--- src/rtl/fcr_pkg.sv ---
// fcr_pkg: shared types and constants of the fat16 cluster chain reader
// used by fcr_step and fat16_cluster_chain_reader; no dependencies
package fcr_pkg;

	localparam int SECTOR_BYTES_DEF = 512;

	// input function codes
	localparam logic [1:0] FUNC_OPEN_ROOT  = 2'd0;
	localparam logic [1:0] FUNC_OPEN_ENTRY = 2'd1;
	localparam logic [1:0] FUNC_READ       = 2'd2;
	localparam logic [1:0] FUNC_FAT_VALUE  = 2'd3;

	// result kinds
	localparam logic [2:0] KIND_READ    = 3'd0;
	localparam logic [2:0] KIND_FAT     = 3'd1;
	localparam logic [2:0] KIND_END     = 3'd2;
	localparam logic [2:0] KIND_POS     = 3'd3;
	localparam logic [2:0] KIND_IGNORED = 3'd4;

	// register indexes
	localparam logic [1:0] REG_FAT_BASE  = 2'd0;
	localparam logic [1:0] REG_DATA_BASE = 2'd1;
	localparam logic [1:0] REG_SPC       = 2'd2;

	localparam logic [15:0] END_OF_CHAIN = 16'hFFFF;
	localparam logic [7:0]  DOT_NAME     = 8'h2E;
	localparam int          DIR_ATTR_BIT = 4;
	localparam logic [31:0] NO_LIMIT     = 32'hFFFF_FFFF;

	typedef struct packed {
		logic [1:0]  func;
		logic [31:0] start_address;
		logic [31:0] length_bytes;
		logic [15:0] start_cluster;
		logic        is_dir;
		logic [7:0]  request_bytes;
		logic [15:0] next_cluster;
		logic [31:0] cl_prod;
	} fcr_item_t;

	typedef struct packed {
		logic [15:0] current_cluster;
		logic [31:0] cluster_bytes_left;
		logic [31:0] file_bytes_left;
		logic [31:0] position;
		logic [7:0]  pending_bytes;
		logic        awaiting_fat;
	} fcr_state_t;

	typedef struct packed {
		logic [2:0]  kind;
		logic [31:0] address;
		logic [7:0]  byte_count;
	} fcr_result_t;

endpackage

--- src/rtl/fcr_step.sv ---
// fcr_step: next-state and result logic for one registered item
// depends on fcr_pkg
module fcr_step import fcr_pkg::*; (
	input  fcr_item_t   item,
	input  fcr_state_t  cur,
	input  logic [31:0] fat_base,
	input  logic [31:0] data_base,
	input  logic [31:0] cbl_reload,
	output fcr_state_t  nxt,
	output fcr_result_t res
);

	logic [31:0] caddr;
	logic [31:0] fat_addr;
	logic [31:0] rd_base;
	logic [31:0] rd_cbl;
	logic [7:0]  rd_want;
	logic [7:0]  rd_n;
	logic [31:0] rd_n32;

	// product of (cluster - 2) and cluster size comes from the input stage
	assign caddr    = data_base + item.cl_prod;
	assign fat_addr = fat_base + {15'd0, cur.current_cluster, 1'b0};

	// shared read clamp: a fat value read starts fresh in the new cluster
	assign rd_base = (item.func == FUNC_FAT_VALUE) ? caddr : cur.position;
	assign rd_cbl  = (item.func == FUNC_FAT_VALUE) ? cbl_reload : cur.cluster_bytes_left;
	assign rd_want = (item.func == FUNC_FAT_VALUE) ? cur.pending_bytes : item.request_bytes;

	always_comb begin
		logic [7:0] n;
		n = rd_want;
		if (cur.file_bytes_left < {24'd0, n}) n = cur.file_bytes_left[7:0];
		if (rd_cbl < {24'd0, n}) n = rd_cbl[7:0];
		rd_n = n;
	end

	assign rd_n32 = {24'd0, rd_n};

	always_comb begin
		nxt = cur;
		res = '{kind: KIND_IGNORED, address: 32'd0, byte_count: 8'd0};
		unique case (item.func)
			FUNC_OPEN_ROOT: begin
				nxt.position           = item.start_address;
				nxt.file_bytes_left    = item.length_bytes;
				nxt.cluster_bytes_left = NO_LIMIT;
				nxt.awaiting_fat       = 1'b0;
				nxt.pending_bytes      = 8'd0;
				res = '{kind: KIND_POS, address: item.start_address, byte_count: 8'd0};
			end
			FUNC_OPEN_ENTRY: begin
				nxt.current_cluster    = item.start_cluster;
				nxt.cluster_bytes_left = cbl_reload;
				nxt.file_bytes_left    = item.is_dir ? NO_LIMIT : item.length_bytes;
				nxt.position           = caddr;
				nxt.awaiting_fat       = 1'b0;
				nxt.pending_bytes      = 8'd0;
				res = '{kind: KIND_POS, address: caddr, byte_count: 8'd0};
			end
			FUNC_READ: begin
				if (cur.file_bytes_left == 32'd0) begin
					res.kind = KIND_END;
				end else if (cur.cluster_bytes_left == 32'd0) begin
					nxt.pending_bytes = item.request_bytes;
					nxt.awaiting_fat  = 1'b1;
					res = '{kind: KIND_FAT, address: fat_addr, byte_count: 8'd0};
				end else begin
					nxt.position           = rd_base + rd_n32;
					nxt.file_bytes_left    = cur.file_bytes_left - rd_n32;
					nxt.cluster_bytes_left = rd_cbl - rd_n32;
					res = '{kind: KIND_READ, address: rd_base, byte_count: rd_n};
				end
			end
			FUNC_FAT_VALUE: begin
				if (cur.awaiting_fat) begin
					nxt.awaiting_fat       = 1'b0;
					nxt.pending_bytes      = 8'd0;
					nxt.current_cluster    = item.next_cluster;
					nxt.cluster_bytes_left = cbl_reload;
					if (item.next_cluster == END_OF_CHAIN) begin
						nxt.file_bytes_left = 32'd0;
						res.kind = KIND_END;
					end else begin
						nxt.position           = rd_base + rd_n32;
						nxt.file_bytes_left    = cur.file_bytes_left - rd_n32;
						nxt.cluster_bytes_left = rd_cbl - rd_n32;
						res = '{kind: KIND_READ, address: rd_base, byte_count: rd_n};
					end
				end
			end
			default: begin
				res.kind = KIND_IGNORED;
			end
		endcase
	end

endmodule

--- src/rtl/fat16_cluster_chain_reader.sv ---
// fat16_cluster_chain_reader: top level, config registers, input and result stages
// depends on fcr_pkg and fcr_step
//
//   channel | signals                                  | direction
//   --------+------------------------------------------+----------
//   item    | in_valid/in_stall, func .. next_cluster  | in
//   result  | out_valid/out_stall, kind/address/count  | out
//   config  | apb psel/penable/pwrite/paddr/pwdata     | in
//
// from item beat to result: the input stage holds the item and the cluster-size
// product, then the result stage holds the answer and updates the state.
// one item per cycle sustained; a stalled result holds the pipe, in_stall rises
// only when the input stage is full and the result cannot move.
// reset clears the state, the valids and the registers (sectors per cluster to 1).
module fat16_cluster_chain_reader import fcr_pkg::*; #(
	parameter int SECTOR_BYTES = SECTOR_BYTES_DEF
) (
	input  logic        clk,
	input  logic        arst_n,
	input  logic        psel,
	input  logic        penable,
	input  logic        pwrite,
	input  logic [3:0]  paddr,
	input  logic [31:0] pwdata,
	output logic [31:0] prdata,
	output logic        pready,
	input  logic        in_valid,
	output logic        in_stall,
	input  logic [1:0]  func,
	input  logic [31:0] start_address,
	input  logic [31:0] length_bytes,
	input  logic [15:0] start_cluster,
	input  logic [7:0]  attributes,
	input  logic [7:0]  first_name_byte,
	input  logic [7:0]  request_bytes,
	input  logic [15:0] next_cluster,
	output logic        out_valid,
	input  logic        out_stall,
	output logic [2:0]  kind,
	output logic [31:0] address,
	output logic [7:0]  byte_count
);

	localparam int BPC_W = 8 + $clog2(SECTOR_BYTES + 1);

	logic [31:0] fat_base_q;
	logic [31:0] data_base_q;
	logic [7:0]  spc_q;
	logic [BPC_W-1:0] bpc;
	logic [31:0] cbl_reload;
	logic [1:0]  reg_idx;
	logic        cfg_wr;

	fcr_state_t  state_q;
	fcr_state_t  state_nxt;
	fcr_item_t   item_s1;
	logic        valid_s1;
	fcr_result_t res_s2;
	fcr_result_t res_nxt;
	logic        valid_s2;

	logic        advance;
	logic        in_acc;
	logic [15:0] cl_sel;
	logic [31:0] cl_off;

	// config port
	assign pready  = 1'b1;
	assign reg_idx = paddr[3:2];
	assign cfg_wr  = psel && penable && pwrite;

	always_ff @(posedge clk or negedge arst_n) begin
		if (!arst_n) begin
			fat_base_q  <= 32'd0;
			data_base_q <= 32'd0;
			spc_q       <= 8'd1;
		end else if (cfg_wr) begin
			unique case (reg_idx)
				REG_FAT_BASE:  fat_base_q  <= pwdata;
				REG_DATA_BASE: data_base_q <= pwdata;
				REG_SPC:       spc_q       <= pwdata[7:0];
				default: ;
			endcase
		end
	end

	always_comb begin
		unique case (reg_idx)
			REG_FAT_BASE:  prdata = fat_base_q;
			REG_DATA_BASE: prdata = data_base_q;
			REG_SPC:       prdata = {24'd0, spc_q};
			default:       prdata = 32'd0;
		endcase
	end

	assign bpc        = BPC_W'(spc_q) * BPC_W'(SECTOR_BYTES);
	assign cbl_reload = 32'(bpc);

	// handshake
	assign advance  = !valid_s2 || !out_stall;
	assign in_stall = valid_s1 && !advance;
	assign in_acc   = in_valid && !in_stall;

	// cluster offset wraps for clusters 0 and 1, as 32-bit arithmetic does
	assign cl_sel = func[1] ? next_cluster : start_cluster;
	assign cl_off = {16'd0, cl_sel} - 32'd2;

	always_ff @(posedge clk or negedge arst_n) begin
		if (!arst_n) begin
			valid_s1 <= 1'b0;
		end else if (!in_stall) begin
			valid_s1 <= in_valid;
		end
	end

	always_ff @(posedge clk) begin
		if (in_acc) begin
			item_s1.func          <= func;
			item_s1.start_address <= start_address;
			item_s1.length_bytes  <= length_bytes;
			item_s1.start_cluster <= start_cluster;
			item_s1.is_dir        <= (first_name_byte == DOT_NAME) || attributes[DIR_ATTR_BIT];
			item_s1.request_bytes <= request_bytes;
			item_s1.next_cluster  <= next_cluster;
			item_s1.cl_prod       <= cl_off * cbl_reload;
		end
	end

	fcr_step u_step (
		.item       (item_s1),
		.cur        (state_q),
		.fat_base   (fat_base_q),
		.data_base  (data_base_q),
		.cbl_reload (cbl_reload),
		.nxt        (state_nxt),
		.res        (res_nxt)
	);

	always_ff @(posedge clk or negedge arst_n) begin
		if (!arst_n) begin
			valid_s2 <= 1'b0;
			state_q  <= '0;
		end else if (advance) begin
			valid_s2 <= valid_s1;
			if (valid_s1) state_q <= state_nxt;
		end
	end

	always_ff @(posedge clk) begin
		if (advance && valid_s1) res_s2 <= res_nxt;
	end

	assign out_valid  = valid_s2;
	assign kind       = res_s2.kind;
	assign address    = res_s2.address;
	assign byte_count = res_s2.byte_count;

`ifndef SYNTHESIS
	a_count_only_on_read: assert property (@(posedge clk) disable iff (!arst_n)
		(valid_s2 && res_s2.byte_count != 8'd0) |-> (res_s2.kind == KIND_READ))
		else $error("byte count set on a non-read result");
	a_stall_needs_item: assert property (@(posedge clk) disable iff (!arst_n)
		in_stall |-> (valid_s1 && valid_s2 && out_stall))
		else $error("input stalled with room in the pipe");
	a_pending_needs_wait: assert property (@(posedge clk) disable iff (!arst_n)
		!state_q.awaiting_fat |-> (state_q.pending_bytes == 8'd0))
		else $error("pending read kept without a fat wait");
	a_fat_result_waits: assert property (@(posedge clk) disable iff (!arst_n)
		(valid_s2 && res_s2.kind == KIND_FAT) |-> state_q.awaiting_fat)
		else $error("fat fetch shown while not waiting for the fat value");
	a_end_no_address: assert property (@(posedge clk) disable iff (!arst_n)
		(valid_s2 && (res_s2.kind == KIND_END || res_s2.kind == KIND_IGNORED))
		|-> (res_s2.address == 32'd0))
		else $error("address set on an end or ignored result");
`endif

endmodule

--- config.mk ---
export PLATFORM = sky130hd
export DESIGN_NAME = fat16_cluster_chain_reader
export DESIGN_NICKNAME = d
export VERILOG_FILES = /design/src/rtl/fcr_pkg.sv /design/src/rtl/fcr_step.sv /design/src/rtl/fat16_cluster_chain_reader.sv
export SDC_FILE = /design/constraint.sdc
export NUM_CORES = 1
export LEC_CHECK = 0
export ABC_AREA = 1
export ABC_CLOCK_PERIOD_IN_PS = 8650
export BUFFER_PORTS_ARGS = -buffer_cell sky130_fd_sc_hd__buf_2
export CELL_PAD_IN_SITES_DETAIL_PLACEMENT = 1
export CELL_PAD_IN_SITES_GLOBAL_PLACEMENT = 2
export CORE_AREA = 10 10 270 298
export DETAILED_ROUTE_END_ITERATION = 12
export DIE_AREA = 0 0 280 308
export PLACE_DENSITY = 0.91
export SYNTH_ARGS = -nofsm -noshare
export SYNTH_HDL_FRONTEND = slang
export SYNTH_SLANG_ARGS = --single-unit
--- constraint.sdc ---
create_clock -name clk -period 8.65 [get_ports clk]
set_input_delay 0 -clock clk [delete_from_list [all_inputs] [get_ports clk]]
set_output_delay 0 -clock clk [all_outputs]
set_load 0.01 [all_outputs]
==> flow_metrics.tcl, run 1 <==
set metrics [dict create \
    crit_path_max_incr_delay_ps 460 \
    m1WireLength_mm 44.19 \
    met2_length_mm 47.87 \
    cts_tree "done" \
    die_w_um 280 \
    ys_seq_area_share_pct 38.00 \
    rows 105 \
    rsz0062_at_grt "false" \
    synth_edf_count 173 \
    peakVddDrop_uv 151.1 \
    coreArea_um2 74100 \
    fin_ws_ps 941.0 \
    clock_skew_ps 39.52 \
    outcome "finished, final reports clean" \
    synth_nets 3774 \
    fmax_mhz 129.7 \
    period_minus_slack_ps 7709 \
    fillers 9144 \
    cts_setup_buffers 0 \
    die_area_um2 86240 \
    die_h_um 308 \
    nets 4108 \
    htreeDepth 2 \
    vias 25196 \
    grt_pass1_wl_mm 156.5 \
    cts_sinks 368 \
    p_per_area_nw_per_um2 293.2 \
    min_path_type "primary input to flip-flop" \
    drt-pass1-iter-count 6 \
    detail_route.wl_per_cell_um 21.34 \
    clock_latency_ps 610 \
    routed_wl_mm 101.3 \
    synth_area_um2 26510 \
    area_growth_pct 19.04 \
    finalSetupViolCount 0 \
    place_ws_ps 904.7 \
    placed_cell_area_um2 28620 \
    netlist_instances 3412 \
    finalCritPeriodShare_pct 89.12 \
    synthArstFlopShare_pct 52.99 \
    tns_ps 0 \
    initial_core_util_pct 35.78 \
    critPathMaxFanout 22 \
    endpoint_kind "flip-flop" \
    leakage_nw 14.63 \
    yosys_register_bits 368 \
    gp_congestion 0.9172 \
    root_buffer "clkbuf_16" \
    viasPerCell 5.306 \
    startpoint_type "flip-flop" \
    antenna_left 0 \
    cts_buffer_depth 3 \
    cts.clk_slew.worst_paths_ps 60 \
    dpl.hpwl_mm 76.56 \
    fin_area_um2 31560 \
    drtIter0Drc 1738 \
    overflow 0 \
    yosys.cell_types.count 66 \
    antenna_found_initial 4 \
    ios 243 \
    required_ps 9140 \
    relSlewSlack_pct 24.10 \
    synth_ff_type "dfrtp_1" \
    cts_made_buffers 45 \
    maxUsedRoutingLayer "met5" \
    port_buffers 232 \
    r2r_slack_ps 940 \
    tightest_slew_ps 1134 \
    arrival_ps 8200 \
    hold_viol_final 0 \
    final_util_pct 42.60 \
    path_class "flip-flop to flip-flop" \
    ys_warn_count 0 \
    final_max_slew_viol_count 0 \
    cpMaxStageDelayCell "edfxtp_1" \
    crit_top_cell "nand2_1" \
    drcViolationCount 0 \
    drive_above_1_share_pct 11.97 \
    track_usage_pct 23.21 \
    wl_met3_mm 5.562 \
    grt_max_degree 80 \
    cap_viol_max_count 0 \
    grt_pass1_vias 26392 \
    post_synth.cell_area_avg_um2 7.771 \
]
worst max-delay path: cells and delay by family, from the launching register on:
kind | cells | cell delay, ps
compound gates | 11 | 1910
buf+inv | 3 | 390
simple gates | 27 | 3710
fa+ha+maj | 4 | 1090
flops | 1 | 460
registers in the layout, indices dropped and copies added (netlist names):
name,count
kind,3
valid_s1,1
out_valid,1
state_q,121
item_s1,130
address,32
fat_base_q,32
byte_count,8
data_base_q,32
spc_q,8
kinds of logic (layout without fill, tap and decap cells):
logic type               after synthesis  count (layout)  synth area share, %
AO/OA/AOI/OAI                        594             594                13.22
buffers and inverters                593             964                8.711
multiplexers                           2               2              0.07551
adder cells (fa/ha/maj)              197             197                12.24
flip-flops                           368             368                38.00
XOR/XNOR                              54              54                1.784
other                                  1               4              0.01414
AND/OR/NAND/NOR                     1603            1603                25.95
cells in the mapped netlist (all sizes together), types with 8 or more instances:
library cell	n	area, um2
fa	104	2082
or2	40	250.2
nor3	35	207.7
xnor2	19	166.4
ha	93	1164
o2111ai	15	131.4
nand4	50	312.8
nand2	844	3276
o211ai	22	165.2
nand3	234	1191
a41oi	20	175.2
a22o	13	113.9
buf	20	158.9
a31oi	23	143.9
dfrtp	194	4855
o221ai	10	87.58
xor2	35	306.5
a21oi	146	760.7
o21ai	273	1374
o22ai	8	50.05
o31ai	18	135.1
edfxtp	173	5195
a21boi	8	60.06
nor4	18	112.6
inv	474	1779
nor2	372	1461
clkbuf	96	360.4
power breakdown:
part | total (mW) | leakage, nW | internal [mW] | switching, mW
Sequential | 2.77 | 4.02 | 2.37 | 0.409
Combinational | 4.54 | 9.88 | 1.62 | 2.92
Clock | 1.94 | 0.717 | 1.13 | 0.814
Total | 9.25 | 14.6 | 5.11 | 4.14
cell usage in the layout, fill, tap and decap left out, types with 10 or more instances in the layout:
master	n
nor2_2	11
nand2_2	31
buf_2	231
or2_2	39
nor2_1	351
nor4_1	18
fa_1	104
xnor2_1	19
o211ai_1	22
dlygate4sd3_1	145
a31oi_1	23
o31ai_1	18
dfrtp_1	194
clkbuf_16	46
o21ai_0	257
xor2_1	35
nor3_1	31
clkbuf_1	16
o2111ai_1	15
a22o_1	13
buf_4	26
o221ai_1	10
edfxtp_1	173
nor2_4	10
ha_1	93
a21oi_1	138
nand2_1	808
a41oi_1	20
nand4_1	50
o21ai_1	13
inv_1	465
nand3_1	230
timing repair:
action,in CTS,in global routing
hold buffers,145,0
endpoints found under the setup margin,0,2
hold endpoints to repair,244,0
gates resized for setup,0,3
worst paths after layout:
| kind | depth (start not counted) | endpoint | from |
|---|---|---|---|
| min | 3 | spc_q[0]$_DFFE_PN1P_ | paddr[3] |
| max in group asynchronous | 4 | state_q[41]$_DFFE_PN0P_ | arst_n |
| min reg2reg | 2 | state_q[6]$_DFFE_PN0P_ | state_q[6]$_DFFE_PN0P_ |
| max reg2reg | 45 | state_q[37]$_DFFE_PN0P_ | item_s1[137]$_DFFE_PP_ |
| min in group asynchronous | 3 | state_q[38]$_DFFE_PN0P_ | arst_n |
| max | 45 | state_q[37]$_DFFE_PN0P_ | item_s1[137]$_DFFE_PP_ |
final cells by class:
class	instances	area [um2]	share of cell area (%)
diodes	3	7.507	0.02378
clock buffers	68	1294	4.099
clock inverters	16	187.7	0.5946
inverters	477	1795	5.689
multi-input cells	2451	14180	44.93
flip-flops and latches	368	10080	31.92
well taps	963	1205	3.818
repair buffers	403	2816	8.923
metal layers:
layer | GRT usage [%] | vias up
met3 | 3.920 | 193
li1 | - | 11916
met4 | 8.339 | 4
met1 | 29.86 | 12424
met5 | 0 | -
met2 | 38.72 | 659
through the flow:
stage,hold WS [ps],power (mW),instances
finish,79.71,9.254,4749
CTS,40.03,9.290,4746
detailed placement,19.64,7.248,4517
global placement,13.29,7.080,4517
floorplan,-295.6,5.845,3412
global route,100.3,10.02,4747
No activity file was read; power rests on OpenSTA's default activity.
==> inputs of run 2 (changes only) <==
- ABC_CLOCK_PERIOD_IN_PS: 8650 -> 6700
- CORE_AREA: 10 10 270 298 -> 10 10 304 335
- DIE_AREA: 0 0 280 308 -> 0 0 314 345
- PLACE_DENSITY: 0.91 -> 0.87
- SYNTH_HIERARCHICAL: default -> 1
- clock period: 8.65 -> 6.7 ns (I/O delays scaled with it)
==> run 2 against run 1 <==
- non-clock buffer count grew 29
- synthesized cell count rose by 23%
- setup slack lost 250 ps
- via count up 20%
- die area up 26%
- core utilization fell by 4.7 points
- synthesized area rose by 13%
- sequential share of layout area decreased by 3.9 points
- hold slack worse by 41 ps
- clock power is 45% higher
- largest power group unchanged
==> flow_metrics.tcl, run 2 <==
set metrics [dict create \
    grt_pass1_wl_mm 191.7 \
    synth_compound_area_share_pct 14.26 \
    synth_top_area_cell "edfxtp_1" \
    fmax_mhz 166.5 \
    drcViolationCount 0 \
    viasPerCell 5.129 \
    path_class "primary input to flip-flop" \
    gp_congestion 0.9212 \
    detail_route.wl_per_cell_um 21.04 \
    final_cell_mix "1243 x nand2_1, 567 x inv_1, 399 x nor2_1" \
    grt_max_degree 96 \
    coreArea_um2 94990 \
    hold_viol_final 0 \
    synth_area_leaders "edfxtp_1 17%, dfrtp_1 16%, nand2_1 16%, inv_1 7.1%, fa_1 6.9%" \
    min_path_type "primary input to flip-flop" \
    nets 4966 \
    die_area_um2 108300 \
    leakage_nw 17.37 \
    synth_ff_type "dfrtp_1" \
    yosys.cell_types.count 70 \
    holdBufCountCts 146 \
    antenna_left 0 \
    finalCritPeriodShare_pct 89.64 \
    yosys.area_share.simple_pct 29.32 \
    ys_warn_count 6 \
    yosys_register_bits 368 \
    synth_top_family_by_area "simple AND/OR/NAND/NOR gates" \
    synth.area.mux_share_pct 0.06666 \
    antenna_found_initial 2 \
    period_minus_slack_ps 6006 \
    final_common_cell "nand2_1" \
    critPathMaxFanout 18 \
    synthArstFlopShare_pct 52.99 \
    cts_buffer_depth 3 \
    placedCellCount 5672 \
    endpoint_kind "flip-flop" \
    tns_ps 0 \
    die_w_um 314 \
    htreeDepth 2 \
    clock_skew_ps 54.22 \
    relSlewSlack_pct 19.25 \
    dpl.hpwl_mm 92.17 \
    routed_wl_mm 124.4 \
    cts_setup_buffers 0 \
    cts_resized 0 \
    area_growth_pct 19.81 \
    cts_sinks 368 \
    cts_made_buffers 49 \
    top_regs "item_s1: 130 flops, state_q: 121 flops" \
    clock_latency_ps 670 \
    peakVddDrop_uv 228.4 \
    largest-register "item_s1" \
    synth-xor-area-share_pct 2.091 \
    initial_core_util_pct 31.62 \
    drt-pass1-iter-count 5 \
    synth_area_um2 30030 \
    largest_reg_flops 130 \
    synth_edf_count 173 \
    placed_cell_area_um2 32810 \
    ys_seq_area_share_pct 33.55 \
    yosys-top-cells-count "1246 x nand2_1, 569 x inv_1, 408 x nor2_1" \
    finalSetupViolCount 0 \
    synth_most_common_cell "nand2_1" \
    outcome "finished, final reports clean" \
    startpoint_type "primary input" \
    grt_pass1_vias 32050 \
    ios 243 \
    rsz0062_at_grt "false" \
    drive_above_1_share_pct 10.95 \
    netlist.area_leader.share_pct 17.30 \
    rows 119 \
    cap_viol_max_count 0 \
    cts_tree "done" \
    netlist_instances 4210 \
    instances_no_fill 5912 \
    track_usage_pct 22.54 \
    cts.clk_slew.worst_paths_ps 70 \
    tightest_slew_ps 1207 \
    p_per_area_nw_per_um2 355.5 \
    port_buffers 232 \
    final_max_slew_viol_count 0 \
    arrival_ps 6430 \
    post_synth.cell_area_avg_um2 7.134 \
    vias 30322 \
    root_buffer "clkbuf_16" \
    overflow 0 \
    die_h_um 345 \
    fin_area_um2 35980 \
    required_ps 7130 \
    drtIter0Drc 1952 \
    synth_fa_ha_area_share_pct 10.99 \
]
run 2: changes by cell type in the layout (fill, tap and decap cells not counted), sizes merged, moves of 27 or more:
| cell | previous run | this run |
|---|---|---|
| nand2 | 844 | 1274 |
| inv | 476 | 602 |
| conb | 1 | 51 |
| nor2 | 372 | 422 |
| buf | 257 | 287 |
| a22oi | 6 | 33 |
| nand3 | 234 | 261 |
| o21ai | 273 | 300 |
run 2: through the flow:
| stage | power (mW) | hold slack [ps] | utilization (%) | worst slack [ps] |
|---|---|---|---|---|
| final | 12.79 | 38.80 | 37.88 | 693.9 |
| after global routing | 13.81 | 35.55 | 37.88 | 177.1 |
| after CTS | 12.86 | 0.4227 | 37.87 | 743.9 |
| after detailed placement | 9.897 | 37.34 | 34.54 | 595.9 |
| after global placement | 9.761 | 35.85 | 34.54 | 653.3 |
| after floorplan | 7.661 | -295.6 | - | 854.1 |
run 2: logic make-up after synthesis:
group | Yosys count
AO/OA/AOI/OAI | 713
XOR/XNOR | 67
adder cells (fa/ha/maj) | 202
buffers and inverters | 747
flip-flops | 368
multiplexers | 2
other | 2
AND/OR/NAND/NOR | 2109
run 2: area by class of cell:
class                      count  area, um2
clock buffer                  55       1279
sequential                   368      10080
inverter                     604       2282
tap                         1270       1589
clock inverter                37      420.4
timing repair buffer         432       3048
antenna                        2      5.005
fill                       11933      59010
multi-input combinational   3144      17280
run 2: path summary, 6_finish.rpt:
kind                                             start                         end  slack (ps)  cells past startpoint
worst min register to register  state_q[6]$_DFFE_PN0P_      state_q[6]$_DFFE_PN0P_         480                      2
worst max-delay path                           func[1]       item_s1[31]$_DFFE_PP_         690                     25
worst max register to register  item_s1[137]$_DFFE_PP_     state_q[97]$_DFFE_PN0P_         850                     41
worst min-delay path                  start_address[4]      item_s1[109]$_DFFE_PP_          40                      2
min in group asynchronous                       arst_n     state_q[93]$_DFFE_PN0P_         450                      3
max in group asynchronous                       arst_n  data_base_q[8]$_DFFE_PN0P_        4920                      4
run 2: routing by layer:
metal / track usage (%) / vias up / share of wire [%] / wire length (um)
met5: 0 / - / 0 / 0
met4: 7.353 / 0 / 3.3 / 4141
met3: 2.885 / 174 / 4.4 / 5470
met2: 39.86 / 749 / 50 / 61970
met1: 27.92 / 14972 / 42 / 52790
li1: - / 14427 / - / -
run 2: worst max-delay path, cell delays in order:
cell and delay, ps:
dlygate4sd3_1 520, buf_2 270, inv_4 250, nand2_1 80, nand2_1 170, ha_1 240
nand3_2 160, nor3_4 190, xor2_1 660, nor2_1 140, fa_1 580, fa_1 440
fa_1 550, inv_1 60, fa_1 530, inv_1 40, ha_1 370, a21oi_1 230
o21ai_0 140, a21oi_1 180, nand3_1 140, a21boi_0 270, inv_1 80, nand2_1 70
nand2_1 40
run 2: where the power goes:
group          leakage [nW]  total, mW  internal [mW]  switching, mW
sequential             4.14       3.58           3.00          0.579
clock                 0.826       2.81           1.63           1.18
combinational          12.4       6.40           2.11           4.29
total                  17.4       12.8           6.74           6.05
